$ cat src/hdl/btpc_pkg.sv
`default_nettype none
package btpc_pkg;
   localparam int unsigned WordWidth = 32;
   localparam int unsigned RawWidth  = 20;
   localparam int unsigned DivSteps  = 32;

   typedef enum logic [1:0] {
      CSR_CAL_TEMP    = 2'd0,
      CSR_CAL_PRESS_A = 2'd1,
      CSR_CAL_PRESS_B = 2'd2,
      CSR_CAL_PRESS_P9 = 2'd3
   } csr_index_type;

   typedef struct packed {
      logic [31:0] t1;
      logic [31:0] t2;
      logic [31:0] t3;
      logic [31:0] p1;
      logic [31:0] p2;
      logic [31:0] p3;
      logic [31:0] p4;
      logic [31:0] p5;
      logic [31:0] p6;
      logic [31:0] p7;
      logic [31:0] p8;
      logic [31:0] p9;
   } cal_type;

   // Wrapping 32-bit product.
   function automatic logic [31:0] mul32(input logic [31:0] a, input logic [31:0] b);
      logic [63:0] prod;
      prod = a * b;
      return prod[31:0];
   endfunction

   function automatic logic [31:0] asr(input logic [31:0] v, input int unsigned s);
      return 32'($signed(v) >>> s);
   endfunction

   function automatic logic [31:0] sext16(input logic [15:0] w);
      return {{16{w[15]}}, w};
   endfunction
endpackage
`default_nettype wire

$ cat src/hdl/btpc_back.sv
`default_nettype none
// Final pressure correction after the division.
module btpc_back
   import btpc_pkg::*;
(
   input  wire logic        clock,
   input  wire logic        reset,
   input  wire cal_type     cal,
   input  wire logic        in_valid,
   input  wire logic [31:0] in_quo,
   input  wire logic        in_wide,
   input  wire logic        in_dz,
   input  wire logic [31:0] in_temp,
   output logic             out_valid,
   output logic [31:0]      out_temp,
   output logic [31:0]      out_press,
   output logic             out_dz
);
   logic [3:0]  v_ff;
   logic [31:0] p1_ff, p2_ff, p3_ff, p4_ff;
   logic [31:0] sq_ff, m9_ff, m8_ff, m8d_ff, fin_ff;
   logic [31:0] t_ff [4];
   logic [3:0]  dz_ff;
   logic [31:0] p_in;

   assign p_in = in_wide ? (in_quo << 1) : in_quo;

   always_ff @(posedge clock) begin
      if (reset) v_ff <= '0;
      else       v_ff <= {v_ff[2:0], in_valid};
      p1_ff <= p_in;
      sq_ff <= mul32(p_in >> 3, p_in >> 3);
      m8_ff <= mul32(p_in >> 2, cal.p8);
      p2_ff <= p1_ff;
      m9_ff <= mul32(cal.p9, sq_ff >> 13);
      m8d_ff <= m8_ff;
      p3_ff <= p2_ff;
      fin_ff <= asr(asr(m9_ff, 12) + asr(m8d_ff, 13) + cal.p7, 4);
      p4_ff <= p3_ff + fin_ff;
      t_ff[0] <= in_temp;
      t_ff[1] <= t_ff[0];
      t_ff[2] <= t_ff[1];
      t_ff[3] <= t_ff[2];
      dz_ff <= {dz_ff[2:0], in_dz};
   end

   assign out_valid = v_ff[3];
   assign out_temp  = t_ff[3];
   assign out_dz    = dz_ff[3];
   assign out_press = dz_ff[3] ? 32'd0 : p4_ff;
endmodule
`default_nettype wire

$ cat config.mk
export PLATFORM = sky130hd
export DESIGN_NAME = btpc_back
export DESIGN_NICKNAME = d
export VERILOG_FILES = /design/src/hdl/btpc_pkg.sv /design/src/hdl/btpc_back.sv
export SDC_FILE = /design/constraint.sdc
export NUM_CORES = 2
export LEC_CHECK = 0
export ABC_AREA = 0
export BUFFER_PORTS_ARGS = -buffer_cell sky130_fd_sc_hd__buf_2
export CAP_MARGIN = 40
export CORE_MARGIN = 2
export CORE_UTILIZATION = 38
export CTS_BUF_LIST = sky130_fd_sc_hd__clkbuf_4 sky130_fd_sc_hd__clkbuf_8 sky130_fd_sc_hd__clkbuf_16
export CTS_CLUSTER_DIAMETER = 50
export CTS_CLUSTER_SIZE = 8
export DETAILED_ROUTE_END_ITERATION = 8
export GPL_TIMING_DRIVEN = 0
export PLACE_DENSITY = 0.57
export SLEW_MARGIN = 20
export SYNTH_ARGS = -nofsm -noshare
export SYNTH_HDL_FRONTEND = slang
export SYNTH_SLANG_ARGS = --single-unit
export TNS_END_PERCENT = 20
$ cat constraint.sdc
create_clock -name clock -period 11.18 [get_ports clock]
set_input_delay 1.118 -clock clock [delete_from_list [all_inputs] [get_ports clock]]
set_output_delay 1.118 -clock clock [all_outputs]
set_load 0.01 [all_outputs]
# After elaboration in Yosys (flattened, before gate mapping)
# Memories as Yosys holds them, arrays and structs flattened.
# Index checks and enable logic that the tools add are counted.
# classes
mux,2
add_sub_neg,3
multipliers,3
# ops
operator,count
adder 32 bit,2
two-way mux 32 bit,2
multiplier 29 x 29 -> 32 bit,1
multiplier 30 x 32 -> 32 bit,1
multiplier 32 x 19 -> 32 bit,1
adder 20 x 19 -> 21 bit,1
# word_totals
n_memories,1
elab_cells,21
ramBits,128
regBits,292
# mem_list
name,depth,word_bits,read_ports,rd_clocked_by_memory_dff,wr,line,source
t_ff,4,32,4,0,4,btpc_back.sv:22,logic [31:0] t_ff [4];

# Longest topological paths before layout
# logic_depth
ltp_word,2
depth_mapped,36

# Least setup slack after synthesis
# Ideal clock, no wire load.
# synth_path
path_kind,input port to flip-flop
from,input port in_wide
to,register sq_ff[31]
n_path_buf,5
arrival_time_ns,8.648
setup_time_ns,0.121
setup_slack_ns,2.412
t_required_ns,11.059
path_stages,30
path_cell_list,buf_6 buf_6 buf_4 mux2i_1 clkbuf_1 clkbuf_1 nor2_1 fa_1 fa_1 fa_1 inv_1 fa_1 inv_1 fa_1 fa_1 fa_1 inv_1 fa_1 inv_1 ha_1 a21o_1 a21oi_1 o21ai_0 a221oi_1 o211ai_1 a31oi_1 o21ai_1 a21oi_1 o21bai_1 xnor2_1
# synth_between
elab_chain_cells,2
# synth_rtl
element,line,source
start: declaration,btpc_back.sv:11,"input wire logic in_wide,"
two-way mux 32 bit,btpc_back.sv:26,assign p_in = in_wide ? (in_quo << 1) : in_quo;
multiplier 29 x 29 -> 32 bit,btpc_pkg.sv:32,prod = a * b;
end signal: assignment,btpc_back.sv:32,"sq_ff <= mul32(p_in >> 3, p_in >> 3);"
end: declaration,btpc_back.sv:21,"logic [31:0] sq_ff, m9_ff, m8_ff, m8d_ff, fin_ff;"
# No other way between the ends.
# A chain may end at the register's enable or synchronous reset.

# Worst setup path after layout
# layout_path
from,input port in_wide
to,register m8_ff[31]
# layout_between
elab_chain_cells,2
# layout_rtl
element,line,source
two-way mux 32 bit,btpc_back.sv:26,
multiplier 30 x 32 -> 32 bit,btpc_pkg.sv:32,
end signal: assignment,btpc_back.sv:33,"m8_ff <= mul32(p_in >> 2, cal.p8);"
end: declaration,btpc_back.sv:21,
# No other way between the ends.

==> results by group <==
Run status
  – Status: complete, no violations

Cells and area
  – Multi-input logic area: 0.03845 sq mm
  – Fraction of layout cells with a size suffix above 1: 7.393%
  – Area growth, synth to finish: 11.76%
  – Register area: 0.007387 sq mm
  – Layout fillers: 13234
  – Layout net count: between 7000 and 8000
  – Most frequent cells in the layout: 1280 x inv_1, 1118 x fa_1, 679 x nand2_1
  – Design Area, Final: 0.05754 sq mm
  – Commonest non-fill, non-tap cell in the layout: inv_1

Timing
  – Final setup vio count: 0
  – Final worst-path cycle share: 91.88%
  – Hold Violations, Final: 0
  – Slew of the pin with the lowest slew margin: 975.8 ps
  – Unrepaired setup endpoints after global routing: no
  – Slew Limit Headroom: 34.94%
  – Max Freq: slightly below 100 MHz
  – Tmin final: 10270 ps
  – Max-slew violations: 0
  – Setup Skew: 30.81 ps

Critical path
  – Worst reg-to-reg setup slack: 3550 ps
  – Critical path's slowest cell: clkbuf_1
  – Nature of the critical path startpoint: primary input
  – Critical path class: primary input to flop
  – R2R Path Start: sq_ff[14]
  – Reg2reg path depth: 22
  – CP endpoint kind: flop
  – Max incr delay on CP: roughly 520 ps
  – Crit-path max FO: 10
  – CP arrival: 10700 ps
  – Cell mode on critical path: fa_1
  – Reg-to-Reg End: m9_ff[31]
  – Worst path required time: around 12000 ps

Yosys
  – Post-synth EDFFs: 0
  – Post-synth ARST share: 0%
  – Syn_nets: 7315
  – Synth Warn #: 0
  – Number of distinct library cells after synthesis: 76
  – FF+latch count, synth: about 370
  – Register area share after synthesis: 14.35%
  – Syn Area/Cell: 9.610 sq um
  – Ys flop type: dfxtp_1
  – Mapped Cells: 5358
  – Post-synth top area share: 43.47%
  – Leading post-synthesis cells by cell area: fa_1 43%, dfxtp_1 14%, ha_1 9.4%
  – Post-Synthesis Cell Area: 0.05149 sq mm
  – Synth area leader: fa_1

Route
  – Initial DRT Pass Iterations: 5
  – Initial DRC Count: around 2200
  – Final WL: 157500 microns
  – Vias per cell: roughly 4.9
  – DRC: 0
  – Via count: 36636
  – DR WL/cell: 20.98 microns
  – Final ANT Viol Nets: 0

GRT
  – Vias in the first global route: about 39000
  – Global Route Usage Sum: 23.44%
  – Total grt overflow: 0
  – First-pass GRT wire length: 240200 microns
  – Initial antenna violation count: 13
  – Largest net degree at the start of global routing: 13

Clock tree
  – Clock Sinks: 369
  – Clock root buffer: clkbuf_16
  – Postcts setup bufs: 0
  – Max clock buf depth: 3
  – Clock slew at reported path FFs: approximately 40 ps
  – CTS tree: built
  – CTS Hold Bufs: 0
  – H-tree levels: 3
  – Clk Latency, worst-skew pair: 590 ps
  – CTS Buf Count: 66
  – Post-CTS resize count: 0

Placement
  – Port-buffer cells: 212
  – Area after DPL: between 0.05 and 0.06 sq mm
  – Gpl congestion: 0.9694
  – Half-perimeter wire length after placement: 132800 microns

Worst hold path
  – WHS Endpoint: t_ff[2][3]
  – Path type of the worst min-delay path: flop to flop
  – Hold depth: 0
  – Hold_sp: t_ff[1][3]

Floorplanning
  – Core ar.: 0.1350 sq mm
  – Number of cell rows: 135
  – Top-Level Pins: 519
  – Die width: approximately 370 microns
  – Die Y: between 300 and 400 microns
  – Die area: 0.1385 sq mm
  – Initial Utilization: 38.15%

Run
  – Max Cap Violations: 0
## per-stage QoR
stage	hold slack, ps	util (%)	TNS (ps)	std cells	worst slack [ps]
6_report	301.7	42.64	0	7506	908.3
4_1_cts	305.0	42.54	0	7491	997.1
5_1_grt	311.9	42.63	0	7503	416.8
3_3_place_gp	309.9	40.59	-484.7	7351	-208.1
2_1_floorplan	309.6	-	0	5358	2412
3_5_place_dp	312.1	40.98	0	7395	365.9
## sequential cells by signal (all words and copies together) (netlist names), 19 cells and up
register and cells:
m9_ff 20, fin_ff 28, p1_ff 31, p2_ff 32, p3_ff 32, m8d_ff 19, t_ff 128, p4_ff 32
sq_ff 20, m8_ff 19
## final cells by class
type | count | share of cell area [%]
Inverter | 1287 | 8.395
Timing Repair Buffer | 268 | 2.964
Multi-Input combinational cell | 3493 | 66.82
Clock buffer | 73 | 3.035
Sequential cell | 369 | 12.84
Tap cell | 1781 | 3.873
Clock inverter | 23 | 0.6219
Buffer | 209 | 1.446
Antenna cell | 3 | 0.01305
## Yosys cell counts (all sizes together) (29+ instances only)
cell type and count:
dfxtp 369, inv 1285, nand2 679, fa 1118, and2 428, o21ai 43, nor2b 53, clkbuf 195
a21o 51, xnor2 174, xor2 55, nor2 198, a21oi 70, mux2i 29, ha 386
## per-layer routing
layer	part of all wire [%]	vias up	global-route usage, %
met5	0.034	-	0
met2	45	1438	37.65
met4	4.5	8	9.235
met1	42	18614	31.37
li1	-	16252	-
met3	8.1	324	4.204
## how the worst max path moves through the flow
stage | start | end | slack [ps] | depth (start not counted)
6_report | in_wide | m8_ff[31] | 910 | 30
5_1_grt | in_wide | m8_ff[31] | 420 | 30
4_1_cts | in_wide | m8_ff[31] | 1000 | 30
3_5_place_dp | in_wide | m8_ff[31] | 370 | 30
3_3_place_gp | in_wide | sq_ff[31] | -210 | 30
2_1_floorplan | in_wide | sq_ff[31] | 2410 | 30
## kinds of logic (layout without fill, tap and decap cells)
family / Yosys count / count (layout) / share of synthesized area, %
compound gates: 268 / 268 / 3.570
xor+xnor: 230 / 230 / 3.939
fa+ha+maj: 1504 / 1504 / 52.85
buf+inv: 1496 / 1860 / 10.98
flops: 369 / 369 / 14.35
mux: 33 / 33 / 0.8870
other cells: 0 / 3 / 0
simple gates: 1458 / 1458 / 13.43
## worst max-delay path: cells and delay by family
family,cells,cell delay [ps]
mux,1,470
fa+ha+maj,9,3660
compound gates,5,1780
simple gates,5,1550
xor+xnor,1,270
buf+inv,9,1810
Power is not shown: default switching activity piles up to over one toggle a cycle in this logic, so the estimate is an artifact.
