<file path="src/hdl/btpc_pkg.sv">
`default_nettype none
package btpc_pkg;
   localparam int unsigned WordWidth = 32;
   localparam int unsigned RawWidth  = 20;
   localparam int unsigned DivSteps  = 32;

   typedef enum logic [1:0] {
      CSR_CAL_TEMP    = 2'd0,
      CSR_CAL_PRESS_A = 2'd1,
      CSR_CAL_PRESS_B = 2'd2,
      CSR_CAL_PRESS_P9 = 2'd3
   } csr_index_type;

   typedef struct packed {
      logic [31:0] t1;
      logic [31:0] t2;
      logic [31:0] t3;
      logic [31:0] p1;
      logic [31:0] p2;
      logic [31:0] p3;
      logic [31:0] p4;
      logic [31:0] p5;
      logic [31:0] p6;
      logic [31:0] p7;
      logic [31:0] p8;
      logic [31:0] p9;
   } cal_type;

   // Wrapping 32-bit product.
   function automatic logic [31:0] mul32(input logic [31:0] a, input logic [31:0] b);
      logic [63:0] prod;
      prod = a * b;
      return prod[31:0];
   endfunction

   function automatic logic [31:0] asr(input logic [31:0] v, input int unsigned s);
      return 32'($signed(v) >>> s);
   endfunction

   function automatic logic [31:0] sext16(input logic [15:0] w);
      return {{16{w[15]}}, w};
   endfunction
endpackage
`default_nettype wire

</file>
<file path="src/hdl/btpc_divider.sv">
`default_nettype none
// Pipelined restoring divider: one quotient bit per stage.
module btpc_divider
   import btpc_pkg::*;
#(
   parameter int unsigned TagWidth = 1
) (
   input  wire logic                clock,
   input  wire logic                reset,
   input  wire logic                in_valid,
   input  wire logic [31:0]         in_num,
   input  wire logic [31:0]         in_den,
   input  wire logic [TagWidth-1:0] in_tag,
   output logic                     out_valid,
   output logic [31:0]              out_quo,
   output logic [TagWidth-1:0]      out_tag
);
   logic [DivSteps-1:0]  vld_ff;
   logic [31:0]          num_ff [DivSteps];
   logic [31:0]          rem_ff [DivSteps-1];
   logic [31:0]          den_ff [DivSteps-1];
   logic [TagWidth-1:0]  tag_ff [DivSteps];
   logic [63:0]          step_in [DivSteps];

   // One restoring step: the next dividend bit moves into the remainder and
   // the divisor is taken off where it fits. Gives {remainder, shifted word}.
   function automatic logic [63:0] div_step(input logic [31:0] rem,
                                            input logic [31:0] num,
                                            input logic [31:0] den);
      logic [32:0] trial;
      logic [32:0] diff;
      trial = {rem, num[31]};
      diff  = trial - {1'b0, den};
      if (trial >= {1'b0, den}) return {diff[31:0], num[30:0], 1'b1};
      return {trial[31:0], num[30:0], 1'b0};
   endfunction

   always_comb begin
      step_in[0] = div_step(32'd0, in_num, in_den);
      for (int i = 1; i < DivSteps; i++)
         step_in[i] = div_step(rem_ff[i-1], num_ff[i-1], den_ff[i-1]);
   end

   always_ff @(posedge clock) begin
      if (reset) vld_ff <= '0;
      else       vld_ff <= {vld_ff[DivSteps-2:0], in_valid};
      for (int i = 0; i < DivSteps; i++)
         num_ff[i] <= step_in[i][31:0];
      for (int i = 0; i < DivSteps - 1; i++)
         rem_ff[i] <= step_in[i][63:32];
      den_ff[0] <= in_den;
      for (int i = 1; i < DivSteps - 1; i++)
         den_ff[i] <= den_ff[i-1];
      tag_ff[0] <= in_tag;
      for (int i = 1; i < DivSteps; i++)
         tag_ff[i] <= tag_ff[i-1];
   end

   assign out_valid = vld_ff[DivSteps-1];
   assign out_quo   = num_ff[DivSteps-1];
   assign out_tag   = tag_ff[DivSteps-1];
endmodule
`default_nettype wire

</file>
<file path="config.mk">
export PLATFORM = sky130hd
export DESIGN_NAME = btpc_divider
export DESIGN_NICKNAME = d
export VERILOG_FILES = /design/src/hdl/btpc_pkg.sv /design/src/hdl/btpc_divider.sv
export SDC_FILE = /design/constraint.sdc
export NUM_CORES = 2
export LEC_CHECK = 0
export ABC_CLOCK_PERIOD_IN_PS = 7600
export BUFFER_PORTS_ARGS = -buffer_cell sky130_fd_sc_hd__buf_2
export CORE_MARGIN = 10
export CORE_UTILIZATION = 40
export CTS_CLUSTER_SIZE = 14
export DETAILED_ROUTE_END_ITERATION = 8
export PLACE_DENSITY = 0.62
export SETUP_SLACK_MARGIN = 0.4
export SLEW_MARGIN = 20
export SYNTH_ARGS = -nofsm -noshare
export SYNTH_HDL_FRONTEND = slang
export SYNTH_SLANG_ARGS = --single-unit
</file>
<file path="constraint.sdc">
create_clock -name clock -period 7.6 [get_ports clock]
set_input_delay 1.9 -clock clock [delete_from_list [all_inputs] [get_ports clock]]
set_output_delay 1.9 -clock clock [all_outputs]
set_load 0.005 [all_outputs]
</file>
-- After elaboration in Yosys (flattened, before gate mapping)
Memory sizes are Yosys's and may differ from the RTL's.
Index checks and enable logic that the tools add are counted.
W data, S select, Z words.
- bits in registers: 32
- input port bits: 68
- bits in writable memories: 3040
- memories: 4
- memory list (memory ; words ; width ; rd ports ; clocked after memory_dff ; wr ports ; RTL line ; RTL):
    num_ff ; 32 ; 32 ; 32 ; 0 ; 32 ; btpc_divider.sv:19 ; logic [31:0] num_ff [DivSteps];
    den_ff ; 31 ; 32 ; 31 ; 0 ; 31 ; btpc_divider.sv:21 ; logic [31:0] den_ff [DivSteps-1];
    rem_ff ; 31 ; 32 ; 31 ; 0 ; 31 ; btpc_divider.sv:20 ; logic [31:0] rem_ff [DivSteps-1];
    tag_ff ; 32 ; 1 ; 32 ; 0 ; 32 ; btpc_divider.sv:22 ; logic [TagWidth-1:0] tag_ff [DivSteps];
- $lt $le $gt $ge: 32
- add/sub/neg operators: 31
- mux-type cells: 96
- operators with widths (kind ; count):
    $mux W64 ; 62
    $ge A33 B32 Y1 ; 31
    $sub A32 B32 Y32 ; 30
    $mux W32 ; 2
    $ge A1 B32 Y1 ; 1
    $mux W1 ; 32
    $sub A1 B32 Y32 ; 1

-- Depth between registers and ports, before layout
An unclocked memory read counts as a cell.
- word-level depth: 4
- gate-level depth with buffers: 16
- gate-level depth less buffers: 13

-- Worst setup path before layout
OpenSTA, ideal clock, no wires.
- path type: input to register
- from: input port in_den[29]
- to: memory rem_ff[0][0]
- arrival time: 3.716 ns
- stages: 6
- buffers on the path: 1
- library setup time: 0.072 ns
- path slack: 3.812 ns
- cells stage by stage: nor4_1 -> nand4_1 -> nor3_1 -> nor3b_1 -> clkbuf_1 -> mux2i_1
- RTL lines (item ; RTL line ; RTL):
    from (decl) ; btpc_divider.sv:12 ; input wire logic [31:0] in_den,
    to (decl) ; btpc_divider.sv:20 ;

==> results.toml <==
[status]
outcome = "completed"

[synthesis]
avgSynthCellArea_um2 = 9.98
syn-cell-area_um2 = 127000
syn-num-nets = 13800
ys_seq_area_share_pct = 48.6
yosysTopAreaCell = "dfxtp_1"
syn_inst = 12700
async_flop_share_pct = 0
synth_flop_cell = "dfxtp_1"
synth_edf_count = 0
ys_ff_latch = 3072
yosysTopAreaCellShare_pct = 48.6
ys_types = 117
synth_area_leaders = "dfxtp_1 49%, ha_1 9.8%, mux2_2 4.4%"
ys_warn_count = 0

[sta]
slew_headroom_pct = 30.6
setup_viol = 0
fin_crit_sh_pct = 54.5
max_freq_mhz = 241
finClkSkew_ns = 0.0749
hold_viol = 0
setup-tns-final_ns = 0
tightest_slew_ns = 1.02
slew_viol_final = 0
final.min_clock_period_ns = 4.14
rsz0062_at_grt = "no"

[routing]
dr.pass1.iters = 6
viasPerCell = 5.03
dr_total_vias = 86600
routed_wirelength_mm = 279
ant_nets = 0
drc = 0
routedWlPerCell_um = 16.2
initialDrtViolationCount = 5035

[place]
dpl_cell_area_um2 = 131000
hpwl_mm = 213
place_congestion = 0.912
portBuffers = 101

[worst_hold_path]
hp-class = "flop to flop"

[global_routing]
grt_pass1_wl_mm = 444
globalRoute.totalOverflow = 0
globalRouteMet1Util_pct = 19.8
use_met2_pct = 27.3
grt_pass1_vias = 83900
antenna_found_initial = 4
grt_usage_pct = 15.7
gr-usage-met3_pct = 2.22
grt.busiest_layer = "met2"
grt_max_degree = 65

[clock_tree]
cts_made_buffers = 329
clk_latency_ns = 0.94
cts_tree = "yes"
path_clk_slew_ns = 0.06
cts_resized = 0
htreeDepth = 5
cts_hold_buf = 0
cts_root_buf = "clkbuf_16"
cts_buffer_depth = 4
cts_sinks = 3072
post_cts_buffers = 0

[setup_path]
critical_path_class = "input pin to flop"
path_common_cell = "buf_4"
worstPathMaxFanout = 17
cpMaxStageDelayCell = "nand4_1"
startpoint_type = "input pin"
crit_required_ns = 8.47
slowest_delay_ns = 0.70
worstPathArrival_ns = 5.01
cpLargestDelayFamily = "simple AND/OR/NAND/NOR gates"
timing.critical_path.buf_inv = 3
cp_cell_sequence = "buf_2 -> nor4_1 -> nand4_1 -> nor3_1 -> buf_4 -> nor3b_2 -> buf_4 -> mux2i_1"
cp-end-kind = "flop"

[power]
switching_share_pct = 27.1
pwr-share-comb_pct = 18.8
irDropWorstVdd_mv = 0.201
power_density_nw_per_um2 = 302
power_frac_seq_pct = 41.8
internal_power_mw = 31.4
p_total_mw = 43.1
p_leak_nw = 66.6
switchingPower_mw = 11.7
pwr-share-clk_pct = 39.4

[layout]
syn2layout_area_growth_pct = 12.9
multi_input_area_um2 = 59000
final_area_um2 = 143000
fillerInstances = 29800
drive_above_1_share_pct = 10.2
nNetsFinal = 13900
regArea_um2 = 61500

[floorplan]
core_um2 = 315000
fp.dieW_um = 583
die_y_um = 583
dieArea_um2 = 339000
start_util_pct = 40.2
num_rows = 206
io_pins = 102

[flow_run]
cap_violations = 0
==> power by group through the flow <==
stage | combinational (mW) | sequential [mW] | clock, mW
2_1_floorplan | 6.59 | 18.0 | 0
3_3_place_gp | 7.93 | 18.4 | 0
3_5_place_dp | 8.00 | 18.4 | 0
4_1_cts | 8.07 | 18.1 | 17.5
5_1_grt | 9.10 | 18.1 | 18.1
6_report | 8.12 | 18.0 | 17.0
==> final cells by class <==
cell class	count	share of cell area, %
Antenna cell	3	0.00525
Clock inverter	137	1.54
Tap cell	4160	3.64
Inverter	1242	3.26
Timing Repair Buffer	133	0.592
Clock buffer	461	6.68
Sequential cell	3072	43.0
Multi-Input combinational cell	8026	41.3
==> sequential cells by signal, summed over array words and instances (netlist names) <==
name / count
den_ff: 992
num_ff: 1024
rem_ff: 992
tag_ff: 32
vld_ff: 32
==> cell families (layout without fill, tap and decap cells) <==
logic type | count (synthesis) | in the layout | share of synthesized area (%)
mux | 568 | 568 | 5.08
buf+inv | 1591 | 1973 | 4.99
flops | 3072 | 3072 | 48.6
xor+xnor | 810 | 810 | 5.60
compound gates | 3151 | 3151 | 16.0
simple gates | 2473 | 2473 | 9.41
fa+ha+maj | 1024 | 1024 | 10.3
other cells | 0 | 3 | 0
==> placed cells by master (no fill, tap or decap), types with 46 or more instances in the layout <==
cell | netlist | routed
dfxtp_1 | 3072 | 3072
inv_1 | 1240 | 1240
ha_1 | 994 | 994
a21oi_1 | 954 | 952
nand2_1 | 726 | 726
o21ai_0 | 618 | 618
nor2_1 | 617 | 617
a21o_1 | 530 | 530
xnor2_1 | 499 | 499
mux2_2 | 493 | 493
clkbuf_16 | 0 | 335
xor2_1 | 311 | 311
nand3_1 | 204 | 204
nand4_1 | 165 | 165
nor2b_1 | 163 | 163
o21a_1 | 149 | 149
nor3_1 | 140 | 140
o21bai_1 | 118 | 118
a31oi_1 | 111 | 110
nand2b_1 | 108 | 108
buf_2 | 71 | 101
and3_1 | 80 | 80
a211oi_1 | 77 | 77
clkbuf_8 | 0 | 69
o31ai_1 | 64 | 63
clkbuf_1 | 218 | 57
o211ai_1 | 48 | 48
bufinv_16 | 0 | 46
==> layer usage <==
metal	share of wire, %	routed length (um)
met2	48	133000
met5	0.012	33
met4	3.6	10000
met3	4.4	12200
met1	44	124000
==> cell usage after synthesis, types with 118 or more instances <==
cell	number
dfxtp_1	3072
inv_1	1240
ha_1	994
a21oi_1	954
nand2_1	726
o21ai_0	618
nor2_1	617
a21o_1	530
xnor2_1	499
mux2_2	493
xor2_1	311
clkbuf_1	218
nand3_1	204
nand4_1	165
nor2b_1	163
o21a_1	149
nor3_1	140
o21bai_1	118
==> worst register-to-register path, stage by stage, from the launching register on <==
cell and delay (ns):
dfxtp_1 0.37, inv_1 0.06, ha_1 0.33, nor2b_1 0.17, o2111a_1 0.23, a211oi_1 0.51, a211oi_1 0.31, o21ai_0 0.41
nand3_1 0.18, nand2_1 0.14, nand2_1 0.09, a21oi_4 0.48, buf_16 0.25, mux2_2 0.37
==> worst paths after layout <==
| kind | from | to | slack (ns) | cells past startpoint |
|---|---|---|---|---|
| setup / recovery | in_den[29] | rem_ff[0][0]$_DFF_P_ | 3.46 | 8 |
| hold / removal | num_ff[1][237]$_DFF_P_ | num_ff[1][270]$_DFF_P_ | 0.28 | 0 |
| hold reg to reg | num_ff[1][237]$_DFF_P_ | num_ff[1][270]$_DFF_P_ | 0.28 | 0 |
| setup reg to reg | den_ff[1][97]$_DFF_P_ | rem_ff[1][132]$_DFF_P_ | 3.57 | 13 |
==> through the flow <==
step	setup slack, ns	hold WS, ns	instances	util [%]
final	3.46	0.278	17200	45.4
after global routing	3.22	0.277	17200	45.4
after CTS	3.58	0.277	17200	45.4
after detailed placement	2.62	0.312	16600	41.6
after global placement	2.52	0.310	16600	41.6
after floorplan	3.81	0.310	12700	-
No activity file was read; power rests on OpenSTA's default activity.
